--- config.mk ---
export PLATFORM = sky130hd
export DESIGN_NAME = lfo_ctrl
export DESIGN_NICKNAME = d
export VERILOG_FILES = /design/src/sv/assert_macros.svh /design/src/sv/lfo_pkg.sv /design/src/sv/lfo_ctrl.sv
export SDC_FILE = /design/constraint.sdc
export NUM_CORES = 1
export LEC_CHECK = 0
export BUFFER_PORTS_ARGS = -buffer_cell sky130_fd_sc_hd__buf_2
export CAP_MARGIN = 0
export CORE_AREA = 2 2 39 41
export CTS_CLUSTER_DIAMETER = 200
export DETAILED_ROUTE_END_ITERATION = 10
export DIE_AREA = 0 0 41 43
export PLACE_DENSITY = 0.53
export SETUP_SLACK_MARGIN = 0.1
export SKIP_LAST_GASP = 1
export SLEW_MARGIN = 20
export SYNTH_ARGS = -nofsm -noshare
export SYNTH_HDL_FRONTEND = slang
export SYNTH_SLANG_ARGS = --single-unit
--- constraint.sdc ---
create_clock -name clk -period 1.11 [get_ports clk]
set_clock_uncertainty 0.1 [all_clocks]
set_input_delay 0.111 -clock clk [delete_from_list [all_inputs] [get_ports clk]]
set_output_delay 0.111 -clock clk [all_outputs]
set_load 0.02 [all_outputs]
--- src/sv/assert_macros.svh ---
// Assertion helper macros
`ifndef ASSERT_MACROS_SVH
`define ASSERT_MACROS_SVH
// assert that a implies b on the same edge
`define ASSERT_IMPL(lbl, clk, rst_n, a, b) \
  lbl: assert property (@(posedge clk) disable iff (!rst_n) (a) |-> (b)) else $error("lbl");
// assert that a implies b on the next edge
`define ASSERT_NEXT(lbl, clk, rst_n, a, b) \
  lbl: assert property (@(posedge clk) disable iff (!rst_n) (a) |=> (b)) else $error("lbl");
`endif

--- src/sv/lfo_pkg.sv ---
// ----------------------------------------------------------------------------
// LFO package
// Types, codes and constants shared by the oscillator modules.
// ----------------------------------------------------------------------------
package lfo_pkg;
  localparam int TablePointsDef = 129;
  localparam int NumTablesDef   = 5;

  localparam logic [15:0] MAX_INC      = 16'h28F6;
  localparam logic [15:0] INTERP_BELOW = 16'h0200;
  localparam logic [16:0] SLEW_STEP    = 17'h001C2;
  localparam logic [4:0]  SEL_MAX      = 5'h1E;

  localparam logic [2:0] OP_TICK    = 3'd0;
  localparam logic [2:0] OP_RESTART = 3'd1;
  localparam logic [2:0] OP_ACT     = 3'd2;
  localparam logic [2:0] OP_TWRITE  = 3'd3;
  localparam logic [2:0] OP_SEED    = 3'd4;

  localparam logic [2:0] REG_WSEL  = 3'd0;
  localparam logic [2:0] REG_BASE  = 3'd1;
  localparam logic [2:0] REG_DELAY = 3'd2;
  localparam logic [2:0] REG_FADE  = 3'd3;
  localparam logic [2:0] REG_START = 3'd4;

  localparam logic [4:0] SEL_SINE   = 5'h00;
  localparam logic [4:0] SEL_SQUARE = 5'h02;
  localparam logic [4:0] SEL_TRI    = 5'h06;
  localparam logic [4:0] SEL_RTRI   = 5'h08;
  localparam logic [4:0] SEL_RHOLD  = 5'h0A;
  localparam logic [4:0] SEL_SLEW   = 5'h0C;
  localparam logic [4:0] SEL_T1     = 5'h10;
  localparam logic [4:0] SEL_T2     = 5'h12;
  localparam logic [4:0] SEL_T3     = 5'h14;
  localparam logic [4:0] SEL_T4     = 5'h16;

  typedef struct packed {
    logic [2:0]         opcode;
    logic signed [15:0] rate_mod;
    logic [7:0]         catchup_steps;
    logic [2:0]         table_select;
    logic [7:0]         table_point;
    logic [15:0]        write_value;
  } in_item_t;

  typedef struct packed {
    logic signed [15:0] sample_out;
    logic [15:0]        fade_level;
    logic               status;
  } out_item_t;

  // controller -> datapath
  typedef struct packed {
    logic load;      // form increment and step count
    logic step;      // one ramp and phase step
    logic rd_first;  // issue first table read
    logic rd_second; // issue second table read
    logic finish;    // form sample
  } lfo_cmd_t;

  // datapath -> controller
  typedef struct packed {
    logic last_step;
    logic is_tick;
    logic inc_zero;
    logic need_table;
    logic need_second;
  } lfo_sts_t;

  function automatic logic [15:0] swap16(input logic [15:0] v);
    return {v[7:0], v[15:8]};
  endfunction

  function automatic logic [15:0] triangle(input logic [15:0] p);
    logic [15:0] d;
    d = {p[14:0], 1'b0};
    if (p[15] ^ d[15]) d = ~d;
    return d;
  endfunction
endpackage

--- src/sv/lfo_ctrl.sv ---
// ----------------------------------------------------------------------------
// LFO controller
// Sequences load, step iterations, table reads and sample formation.
// ----------------------------------------------------------------------------
module lfo_ctrl (
  input  logic              clk,
  input  logic              rst_n,
  input  logic              in_valid,
  output logic              in_ready,
  output logic              out_valid,
  input  logic              out_ready,
  input  lfo_pkg::lfo_sts_t sts,
  output lfo_pkg::lfo_cmd_t cmd
);
  import lfo_pkg::*;

  localparam logic [2:0] S_IDLE = 3'd0;
  localparam logic [2:0] S_LOAD = 3'd1;
  localparam logic [2:0] S_STEP = 3'd2;
  localparam logic [2:0] S_RD1  = 3'd3;
  localparam logic [2:0] S_RD2  = 3'd4;
  localparam logic [2:0] S_FIN  = 3'd5;

  logic [2:0] state_r, state_nxt;
  logic       ovalid_r, ovalid_nxt;
  logic       accept;

  assign in_ready  = (state_r == S_IDLE) && (!ovalid_r || out_ready);
  assign accept    = in_valid && in_ready;
  assign out_valid = ovalid_r;

  always_comb begin
    state_nxt  = state_r;
    ovalid_nxt = ovalid_r;
    cmd        = '0;
    if (ovalid_r && out_ready) ovalid_nxt = 1'b0;
    unique case (state_r)
      S_IDLE: begin
        if (accept) state_nxt = S_LOAD;
      end
      S_LOAD: begin
        cmd.load = 1'b1;
        state_nxt = sts.is_tick ? S_STEP : S_FIN;
      end
      S_STEP: begin
        cmd.step = 1'b1;
        if (sts.last_step) begin
          if (sts.inc_zero) state_nxt = S_FIN;
          else if (sts.need_table) state_nxt = S_RD1;
          else state_nxt = S_FIN;
        end
      end
      S_RD1: begin
        cmd.rd_first = 1'b1;
        state_nxt = sts.need_second ? S_RD2 : S_FIN;
      end
      S_RD2: begin
        cmd.rd_second = 1'b1;
        state_nxt = S_FIN;
      end
      S_FIN: begin
        cmd.finish = 1'b1;
        ovalid_nxt = 1'b1;
        state_nxt  = S_IDLE;
      end
      default: state_nxt = S_IDLE;
    endcase
  end

  always_ff @(posedge clk) begin
    if (!rst_n) begin
      state_r  <= S_IDLE;
      ovalid_r <= 1'b0;
    end else begin
      state_r  <= state_nxt;
      ovalid_r <= ovalid_nxt;
    end
  end
endmodule

==> results.toml, run 1 <==
[synth]
synth_compound_area_share_pct = 23.7
syn_nets = 42
synth.area.top_cells = "dfxtp_1 30%, nor3b_1 8.4%, nand2b_1 7.0%"
seq_area_frac_synth_pct = 29.8
synthMuxAreaShare_pct = 0
yosys.area_share.adder_pct = 0
postSynthAreaPerCell_um2 = 8.15
synth-simple-area-share_pct = 32.1
ys_types = 21
synth_top_area_cell = "dfxtp_1"
ys_seq_elements = 4
syn_area_um2 = 269
syn_inst = 33
synth_top_family_by_area = "simple AND/OR/NAND/NOR gates"
yosysWarnings = 0
synthXorXnorAreaFrac_pct = 0
yosys.area.top_type_share_pct = 29.8

[final_layout]
drive_gt1_share_pct = 76.7
fin_cells = 76
fin_util_pct = 43.2
antenna_cells = 0
final_nets = 71
area_delta_synth_final_pct = 122
multi_input_area_um2 = 225
nFillCells = 144
final-seq-area_um2 = 90.1

[hold_path]
min_path_type = "in2reg"
hold_start = "rst_n"

[setup_path]
crit_end = "cmd[1]"
worstPathArrival_ns = 1.11
startpoint = "state_r[1]$_SDFFE_PN0P_"
rr_endpoint = "state_r[2]$_SDFFE_PN0P_"
path_class = "reg2out"
ff2ff_path_depth = 5
r2r_slack_ns = -0.13
worstSetupEndpointType = "output pin"
worstPathRequired_ns = 0.90
path_max_fanout = 3
reg2reg_from = "state_r[1]$_SDFFE_PN0P_"
crit_path_start_kind = "register"

[clocking]
clk_pin_slew_worst_paths_ns = 0.04
tritoncts = "built"
clk_latency_ns = 0.23
cts.sinks = 4
root_buffer = "clkbuf_4"
hold_buffers = 0
htree_levels = 1
cts_buffer_depth = 2
cts_buffers = 3

[timing]
min_period_ns = 1.32
rsz0062_at_grt = "true"
hold_viol = 0
slew_viol_final = 0
setup-violations-final = 9
fmax_ghz = 0.756
relSlewSlack_pct = 81.5
fin_hold_ws_ns = 0.0342
max_slew.worst_pin.slew_ns = 0.277
period_share_pct = 119
finalWorstSetupSlack_ns = -0.213

[detailed_routing]
vias_per_cell = 4.62
drt_pass1_iterations = 5
ant_nets = 0
vias = 351
routedWlPerCell_um = 11.0
drt_first_iter_violations = 8
wl_um = 836
route.detailed.drc = 0

[floorplanning]
die_w_um = 41
die_y_um = 43
ioPinCount = 16
coreArea_mm2 = 0.00138
die_area_mm2 = 0.00176
row_count = 14
start_util_pct = 19.4

[power]
finalPower_mw = 0.680
power_per_cell_area_mw_per_mm2 = 1140
irDropWorstVdd_mv = 0.424
p_leak_nw = 0.263

[outcome]
failed_checks = "negative setup slack"
status = "finished, violations left"

[placed_design]
gp_congestion = 0.669
dp.cells = 67
port_buffers = 15
dp_hpwl_um = 604

[global_routing]
antenna_found_initial = 0
gr-total-overflow = 0
grt_util_all_layers_pct = 11.1
grt_first_pass_wirelength_mm = 1.34
first_global_vias = 317
grt_max_degree = 8

[run]
drv_cap = 0
==> synth_stat cells <==
| cell | count |
|---|---|
| nor4_1 | 1 |
| nand2_1 | 3 |
| inv_1 | 2 |
| a211oi_2 | 1 |
| nand2b_1 | 3 |
| o21ai_0 | 1 |
| nor2b_1 | 1 |
| a211oi_1 | 1 |
| and3_1 | 1 |
| nand3_1 | 1 |
| o21a_1 | 1 |
| buf_4 | 2 |
| nor3_1 | 2 |
| buf_2 | 1 |
| buf_6 | 1 |
| o31a_1 | 1 |
| a221oi_1 | 1 |
| dfxtp_1 | 4 |
| a211o_1 | 1 |
| nor3b_1 | 3 |
| a21oi_1 | 1 |
==> layout make-up <==
class	count	area share, %
repair buffers	28	38.5
multi-input cells	23	37.7
flip-flops and latches	4	15.1
clock buffers	3	3.77
well taps	16	3.35
inverters	2	1.67
==> cells by family (layout without fill, tap and decap cells) <==
logic type             Yosys count  in the layout
AOI/OAI and AO/OA                8              8
buffers and inverters            6             33
DFF                              4              4
and+or+nand+nor                 15             15
==> flip-flops by register name (all words and copies together) (netlist names) <==
| register | count |
|---|---|
| out_valid | 1 |
| state_r | 3 |
==> placed cells by master, fill, tap and decap left out <==
master / instances
buf_6: 8
nor2b_4: 1
buf_4: 10
a211oi_2: 2
nor3_1: 1
nor3b_2: 1
nor4_4: 1
inv_4: 1
buf_12: 1
nor3_4: 1
o31a_1: 1
a221oi_1: 1
inv_1: 1
nor3b_4: 2
nand2_1: 3
dfxtp_2: 2
o21ai_1: 1
nand3_1: 1
a211o_1: 1
buf_2: 9
o21a_1: 1
clkbuf_4: 3
a21oi_2: 1
nand2b_1: 3
and3_4: 1
dfxtp_4: 2
==> power by group <==
part	switching, mW	internal (mW)	total, mW
Sequential	0.0279	0.162	0.190
Combinational	0.133	0.186	0.319
Clock	0.0506	0.120	0.171
Total	0.211	0.468	0.680
==> worst max-delay path: stages, from the launching register on <==
cell	delay, ns
dfxtp_2	0.33
buf_12	0.13
buf_6	0.11
nor3b_2	0.16
buf_4	0.16
==> worst min path at each step <==
stage                                        end  cells after the start
after CTS                 out_valid$_SDFFE_PN0P_                      2
after floorplan           out_valid$_SDFFE_PN0P_                      1
after detailed placement  out_valid$_SDFFE_PN0P_                      2
final                     out_valid$_SDFFE_PN0P_                      2
after global routing      out_valid$_SDFFE_PN0P_                      2
after global placement    out_valid$_SDFFE_PN0P_                      2
==> per-layer routing <==
metal,vias to the layer above,global-route usage (%),part of all wire (%)
li1,174,-,-
met1,161,14.1,37
met2,16,17.2,55
met3,0,3.14,7.8
met4,0,4.00,0
met5,-,0,0
==> per-stage QoR <==
stage / setup TNS, ns / area (um2) / setup slack [ns]
after detailed placement: -0.386 / 453 / -0.0846
after global routing: -1.84 / 598 / -0.279
final: -1.34 / 598 / -0.213
after floorplan: 0 / 330 / 0.0342
after global placement: -0.318 / 453 / -0.0648
after CTS: -1.37 / 578 / -0.241
==> timing repair <==
action                                  in CTS  in global routing
resized for setup                           21                  4
pin swaps                                    8                  1
endpoints found under the setup margin      10                 10
setup buffers                                6                  0
No activity file was read; power rests on OpenSTA's default activity.
==> run 2: changes to the inputs <==
--- a/config.mk
+++ b/config.mk
@@ -5,7 +5,7 @@
 export SDC_FILE = /design/constraint.sdc
 export NUM_CORES = 1
 export LEC_CHECK = 0
-export BUFFER_PORTS_ARGS = -buffer_cell sky130_fd_sc_hd__buf_2
+export BUFFER_PORTS_ARGS = -buffer_cell sky130_fd_sc_hd__clkbuf_2
 export CAP_MARGIN = 0
 export CORE_AREA = 2 2 39 41
 export CTS_CLUSTER_DIAMETER = 200
==> run 2 against run 1 <==
  * Combinational power is 6% higher
  * Via count shrank 3.7%
  * Sequential share of layout area is 0.063 points lower
  * Count of clock-buffer cells in the layout stayed put
  * The flow still finishes with violations (negative setup slack)
  * Fmax increased by 2.5%
  * Design area increased by 0.42%
  * Power is 4.5% higher
  * Wire length up 20%
  * Clock power is 5% higher
==> results.toml, run 2 (synthesis results as in run 1) <==
[hold_path]
min_path_type = "in2reg"

[clocking]
cts_buffers = 3
htree_levels = 1
cts.sinks = 4
hold_buffers = 0
clk_latency_ns = 0.23
clk_pin_slew_worst_paths_ns = 0.04
cts_buffer_depth = 2
root_buffer = "clkbuf_4"
tritoncts = "built"

[placed_design]
placed_area_um2 = 438
dp.cells = 65
dp_hpwl_um = 565
place_ws_ns = -0.0647
gp_congestion = 0.656
port_buffers = 15

[setup_path]
worst-path-buf-inv = 2
path_class = "reg2out"
worstPathCellList = "buf_6 -> nor3b_4 -> clkbuf_8"
path_max_fanout = 6
slowest_delay_ns = 0.39
worstPathRequired_ns = 0.90
crit_family = "flip-flops"
slowest_stage = "dfxtp_4"
crit_path_start_kind = "register"
worstPathArrival_ns = 1.08
worstSetupEndpointType = "output pin"

[timing]
finalWorstSetupSlack_ns = -0.181
slew_viol_final = 0
fin_tns_setup_ns = -1.17
hold_viol = 0
fin_hold_ws_ns = 0.0302
rsz0062_at_grt = "true"
setup-violations-final = 9
max_slew.worst_pin.slew_ns = 0.270
period_share_pct = 116
fmax_ghz = 0.775
relSlewSlack_pct = 82.0
min_period_ns = 1.29

[power]
power_per_cell_area_mw_per_mm2 = 1180
irDropWorstVdd_mv = 0.345
finalPower_mw = 0.710
p_leak_nw = 0.270

[final_layout]
stdcell_area_um2 = 601
fin_cells = 76
area_delta_synth_final_pct = 123
final_nets = 71
largest_register_ffs = 3
nFillCells = 142
fin_util_pct = 43.4
layout_common_cells = "9 x clkbuf_2, 9 x buf_4, 7 x buf_6"
antenna_cells = 0
drive_gt1_share_pct = 78.3
top_register = "state_r"

[run]
drv_cap = 0

[global_routing]
first_global_vias = 360
grt_util_all_layers_pct = 12.1
gr-total-overflow = 0
grt_max_degree = 9
grt_first_pass_wirelength_mm = 1.41
antenna_found_initial = 0

[floorplanning]
ioPinCount = 16
die_y_um = 43
start_util_pct = 19.4
coreArea_mm2 = 0.00138
die_w_um = 41
die_area_mm2 = 0.00176
row_count = 14

[detailed_routing]
ant_nets = 0
route.detailed.drc = 0
wl_mm = 1.00
vias_per_cell = 4.45
routedWlPerCell_um = 13.2
drt_pass1_iterations = 2
vias = 338
drt_first_iter_violations = 3

[outcome]
status = "finished, violations left"
failed_checks = "negative setup slack"
==> run 2: metal layers <==
layer	wire [um]	up-vias	part of all wire (%)	GRT usage [%]
met4	0	0	0	8.00
met1	365	154	37	12.9
met3	51	0	5.1	1.57
li1	-	173	-	-
met5	0	-	0	0
met2	583	11	58	20.3
==> run 2: power breakdown <==
part	switching (mW)	internal, mW	leakage (nW)
sequential	0.0327	0.162	0.0350
combinational	0.143	0.193	0.221
clock	0.0580	0.121	0.0138
==> run 2: path summary, 6_finish.rpt <==
kind / from / slack [ns] / to / cells past startpoint
worst max-delay path: state_r[0]$_SDFFE_PN0P_ / -0.18 / cmd[2] / 3
worst min-delay path: rst_n / 0.03 / out_valid$_SDFFE_PN0P_ / 2
worst max register to register: state_r[0]$_SDFFE_PN0P_ / -0.15 / state_r[2]$_SDFFE_PN0P_ / 5
worst min register to register: state_r[2]$_SDFFE_PN0P_ / 0.53 / state_r[2]$_SDFFE_PN0P_ / 2
==> run 2: area by class of cell <==
class	count	area (um2)	area share, %
sequential	4	90.1	15.0
multi-input combinational	23	225	37.5
tap	16	20.0	3.33
clock buffer	3	22.5	3.75
timing repair buffer	28	233	38.7
inverter	2	10.0	1.67
==> run 2: worst reg2reg max path: stages (launching register included) <==
cell and delay, ns:
dfxtp_4 0.37, buf_6 0.13, buf_4 0.13, a211oi_2 0.13, o31a_1 0.22, nor3_2 0.07
==> run 2: timing repair <==
| action | CTS | global route |
|---|---|---|
| pin swaps | 7 | 4 |
| setup endpoints to repair | 10 | 10 |
| gates cloned | 0 | 0 |
| setup buffers | 7 | 1 |
| resized for setup | 21 | 9 |
==> run 3: changes to the inputs <==
--- a/config.mk
+++ b/config.mk
@@ -5,15 +5,15 @@
 export SDC_FILE = /design/constraint.sdc
 export NUM_CORES = 1
 export LEC_CHECK = 0
+export ABC_AREA = 1
 export BUFFER_PORTS_ARGS = -buffer_cell sky130_fd_sc_hd__clkbuf_2
 export CAP_MARGIN = 0
 export CORE_AREA = 2 2 39 41
 export CTS_CLUSTER_DIAMETER = 200
 export DETAILED_ROUTE_END_ITERATION = 10
 export DIE_AREA = 0 0 41 43
-export PLACE_DENSITY = 0.53
+export PLACE_DENSITY = 0.55
 export SETUP_SLACK_MARGIN = 0.1
-export SKIP_LAST_GASP = 1
 export SLEW_MARGIN = 20
 export SYNTH_ARGS = -nofsm -noshare
 export SYNTH_HDL_FRONTEND = slang
==> run 3 against run 2 <==
  * Wire length shrank 20%
  * Largest power group unchanged
  * The run still ends with negative setup slack left
  * Sequential power grew 5%
  * Setup slack gained 0.034 ns
  * Power grew 2.0%
  * Critical path type unchanged
==> results.toml, run 3 <==
[outcome]
status = "finished, violations left"
failed_checks = "negative setup slack"

[final_layout]
drive_gt1_share_pct = 57.1
antenna_cells = 0
area_delta_synth_final_pct = 89.7
stdcell_area_um2 = 551
top_register = "state_r"
final_nets = 80
layout_common_cells = "10 x inv_1, 9 x clkbuf_2, 7 x nor2_1"
fin_util_pct = 39.8
largest_register_ffs = 3
final_common_cell = "inv_1"

[synth]
synth_common_cells = "13 x inv_1, 7 x nor2_1, 6 x nand2_1"
ys_types = 15
synth_edf_count = 0
synthMostInstantiatedCell = "inv_1"
synth-main-ff-cell = "dfxtp_1"
syn_nets = 58
seq_area_frac_synth_pct = 27.6
synth_top_area_cell = "dfxtp_1"
syn_inst = 49
syn_area_um2 = 290
yosysWarnings = 0
ys_seq_elements = 4
postSynthAreaPerCell_um2 = 5.92
yosys.area.top_type_share_pct = 27.6
synth.area.top_cells = "dfxtp_1 28%, inv_1 17%, nor2_1 9.1%"
synthArstFlopShare_pct = 0

[setup_path]
reg2reg_from = "state_r[2]$_SDFFE_PN0P_"
crit_family = "flip-flops"
path_class = "reg2out"
slowest_delay_ns = 0.37
worst-path-buf-inv = 1
worstPathCellList = "nor2_4 -> and3_4 -> buf_8"
slowest_stage = "dfxtp_4"
worstPathRequired_ns = 0.90
rr_endpoint = "state_r[1]$_SDFFE_PN0P_"
crit_path_start_kind = "register"
r2r_slack_ns = -0.02
worstPathArrival_ns = 1.05
path_max_fanout = 7
ff2ff_path_depth = 8
crit_cells = 3
worstSetupEndpointType = "output pin"

[hold_path]
min_path_type = "in2reg"
holdPathStages = 3
hold_end = "out_valid$_SDFFE_PN0P_"
hold_start = "rst_n"

[floorplanning]
row_count = 14
coreArea_mm2 = 0.00138
die_w_um = 41
die_area_mm2 = 0.00176
start_util_pct = 21.0
ioPinCount = 16
die_y_um = 43

[clocking]
hold_buffers = 0
cts.sinks = 4
htree_levels = 1
clk_latency_ns = 0.23
clk_pin_slew_worst_paths_ns = 0.04
cts_buffer_depth = 2
cts_buffers = 3
root_buffer = "clkbuf_4"
tritoncts = "built"

[detailed_routing]
drt_pass1_iterations = 3
route.detailed.drc = 0
wl_um = 797
vias_per_cell = 4.21
ant_nets = 0
drt_first_iter_violations = 7
vias = 362
routedWlPerCell_um = 9.27

[power]
p_leak_nw = 0.309
power_per_cell_area_mw_per_mm2 = 1320
irDropWorstVdd_mv = 0.607

[timing]
rsz0062_at_grt = "true"
setup-violations-final = 7
hold_viol = 0
max_slew.worst_pin.slew_ns = 0.195
finalWorstSetupSlack_ns = -0.147
fin_hold_ws_ns = 0.0391
min_period_ns = 1.26
period_share_pct = 113
relSlewSlack_pct = 87.0
slew_viol_final = 0
fmax_ghz = 0.795

[placed_design]
place_ws_ns = -0.0287
placed_area_um2 = 397
dp_hpwl_um = 565
port_buffers = 15
gp_congestion = 0.756

[global_routing]
first_global_vias = 354
grt_max_degree = 8
antenna_found_initial = 0
grt_util_all_layers_pct = 11.4
grt_first_pass_wirelength_mm = 1.37
gr-total-overflow = 0

[run]
drv_cap = 0
run 3: cell count changes in the layout (fill, tap and decap cells not counted), sizes merged, moves of 2 or more:
| cell | change |
|---|---|
| nand2b | -3 |
| buf | -10 |
| nand4 | +3 |
| nand3 | +4 |
| nor2 | +9 |
| a211oi | -2 |
| nor3b | -3 |
| nand2 | +5 |
| inv | +12 |
run 3: layer usage:
layer	wire length, um	vias up	track usage [%]
li1	-	193	-
met1	295	156	14.8
met2	447	13	15.6
met3	53	0	4.71
met4	0	0	6.00
met5	0	-	0
run 3: logic make-up (layout without fill, tap and decap cells):
kind of cell	Yosys count	count (layout)	share of synthesized area (%)
simple gates	27	27	46.5
buf+inv	15	36	20.7
flops	4	4	27.6
compound gates	3	3	5.17
run 3: final cells by class:
| class | count | area, um2 |
|---|---|---|
| tap | 16 | 20.0 |
| inverter | 14 | 57.6 |
| clock buffer | 4 | 26.3 |
| fill | 151 | 833 |
| timing repair buffer | 18 | 145 |
| multi-input combinational | 30 | 209 |
| sequential | 4 | 92.6 |
run 3: metrics by stage:
| stage | total power [mW] | cells | setup TNS [ns] |
|---|---|---|---|
| detailed placement | 0.407 | 79 | -0.0364 |
| CTS | 0.677 | 85 | -0.812 |
| global route | 0.778 | 86 | -1.13 |
| floorplan | 0.346 | 49 | 0 |
| finish | 0.724 | 86 | -0.627 |
| global placement | 0.407 | 79 | -0.0161 |
run 3: how the worst max path moves through the flow:
| stage | endpoint | start |
|---|---|---|
| finish | in_ready | state_r[0]$_SDFFE_PN0P_ |
| global route | cmd[1] | state_r[0]$_SDFFE_PN0P_ |
| CTS | in_ready | state_r[1]$_SDFFE_PN0P_ |
| detailed placement | state_r[2]$_SDFFE_PN0P_ | state_r[1]$_SDFFE_PN0P_ |
| global placement | state_r[2]$_SDFFE_PN0P_ | state_r[1]$_SDFFE_PN0P_ |
| floorplan | state_r[2]$_SDFFE_PN0P_ | state_r[0]$_SDFFE_PN0P_ |
run 3: report_power, final:
group | leakage [nW] | switching (mW) | internal (mW)
clock network | 0.0150 | 0.0603 | 0.135
logic | 0.259 | 0.159 | 0.166
registers | 0.0353 | 0.0397 | 0.164
total | 0.309 | 0.259 | 0.465
run 3: worst reg2reg max path, stage by stage (launching register included):
cell and delay (ns):
dfxtp_4 0.40, nor2_4 0.06, nand2_2 0.09, inv_4 0.04, buf_6 0.11, nand2_4 0.07, inv_2 0.04, a21oi_2 0.09
nor2_1 0.04
run 3: repair_timing:
item,in CTS,in global routing
resized for setup,22,11
setup endpoints to repair,9,9
pin swaps,8,5
buffers inserted,2,1
cloned,0,0
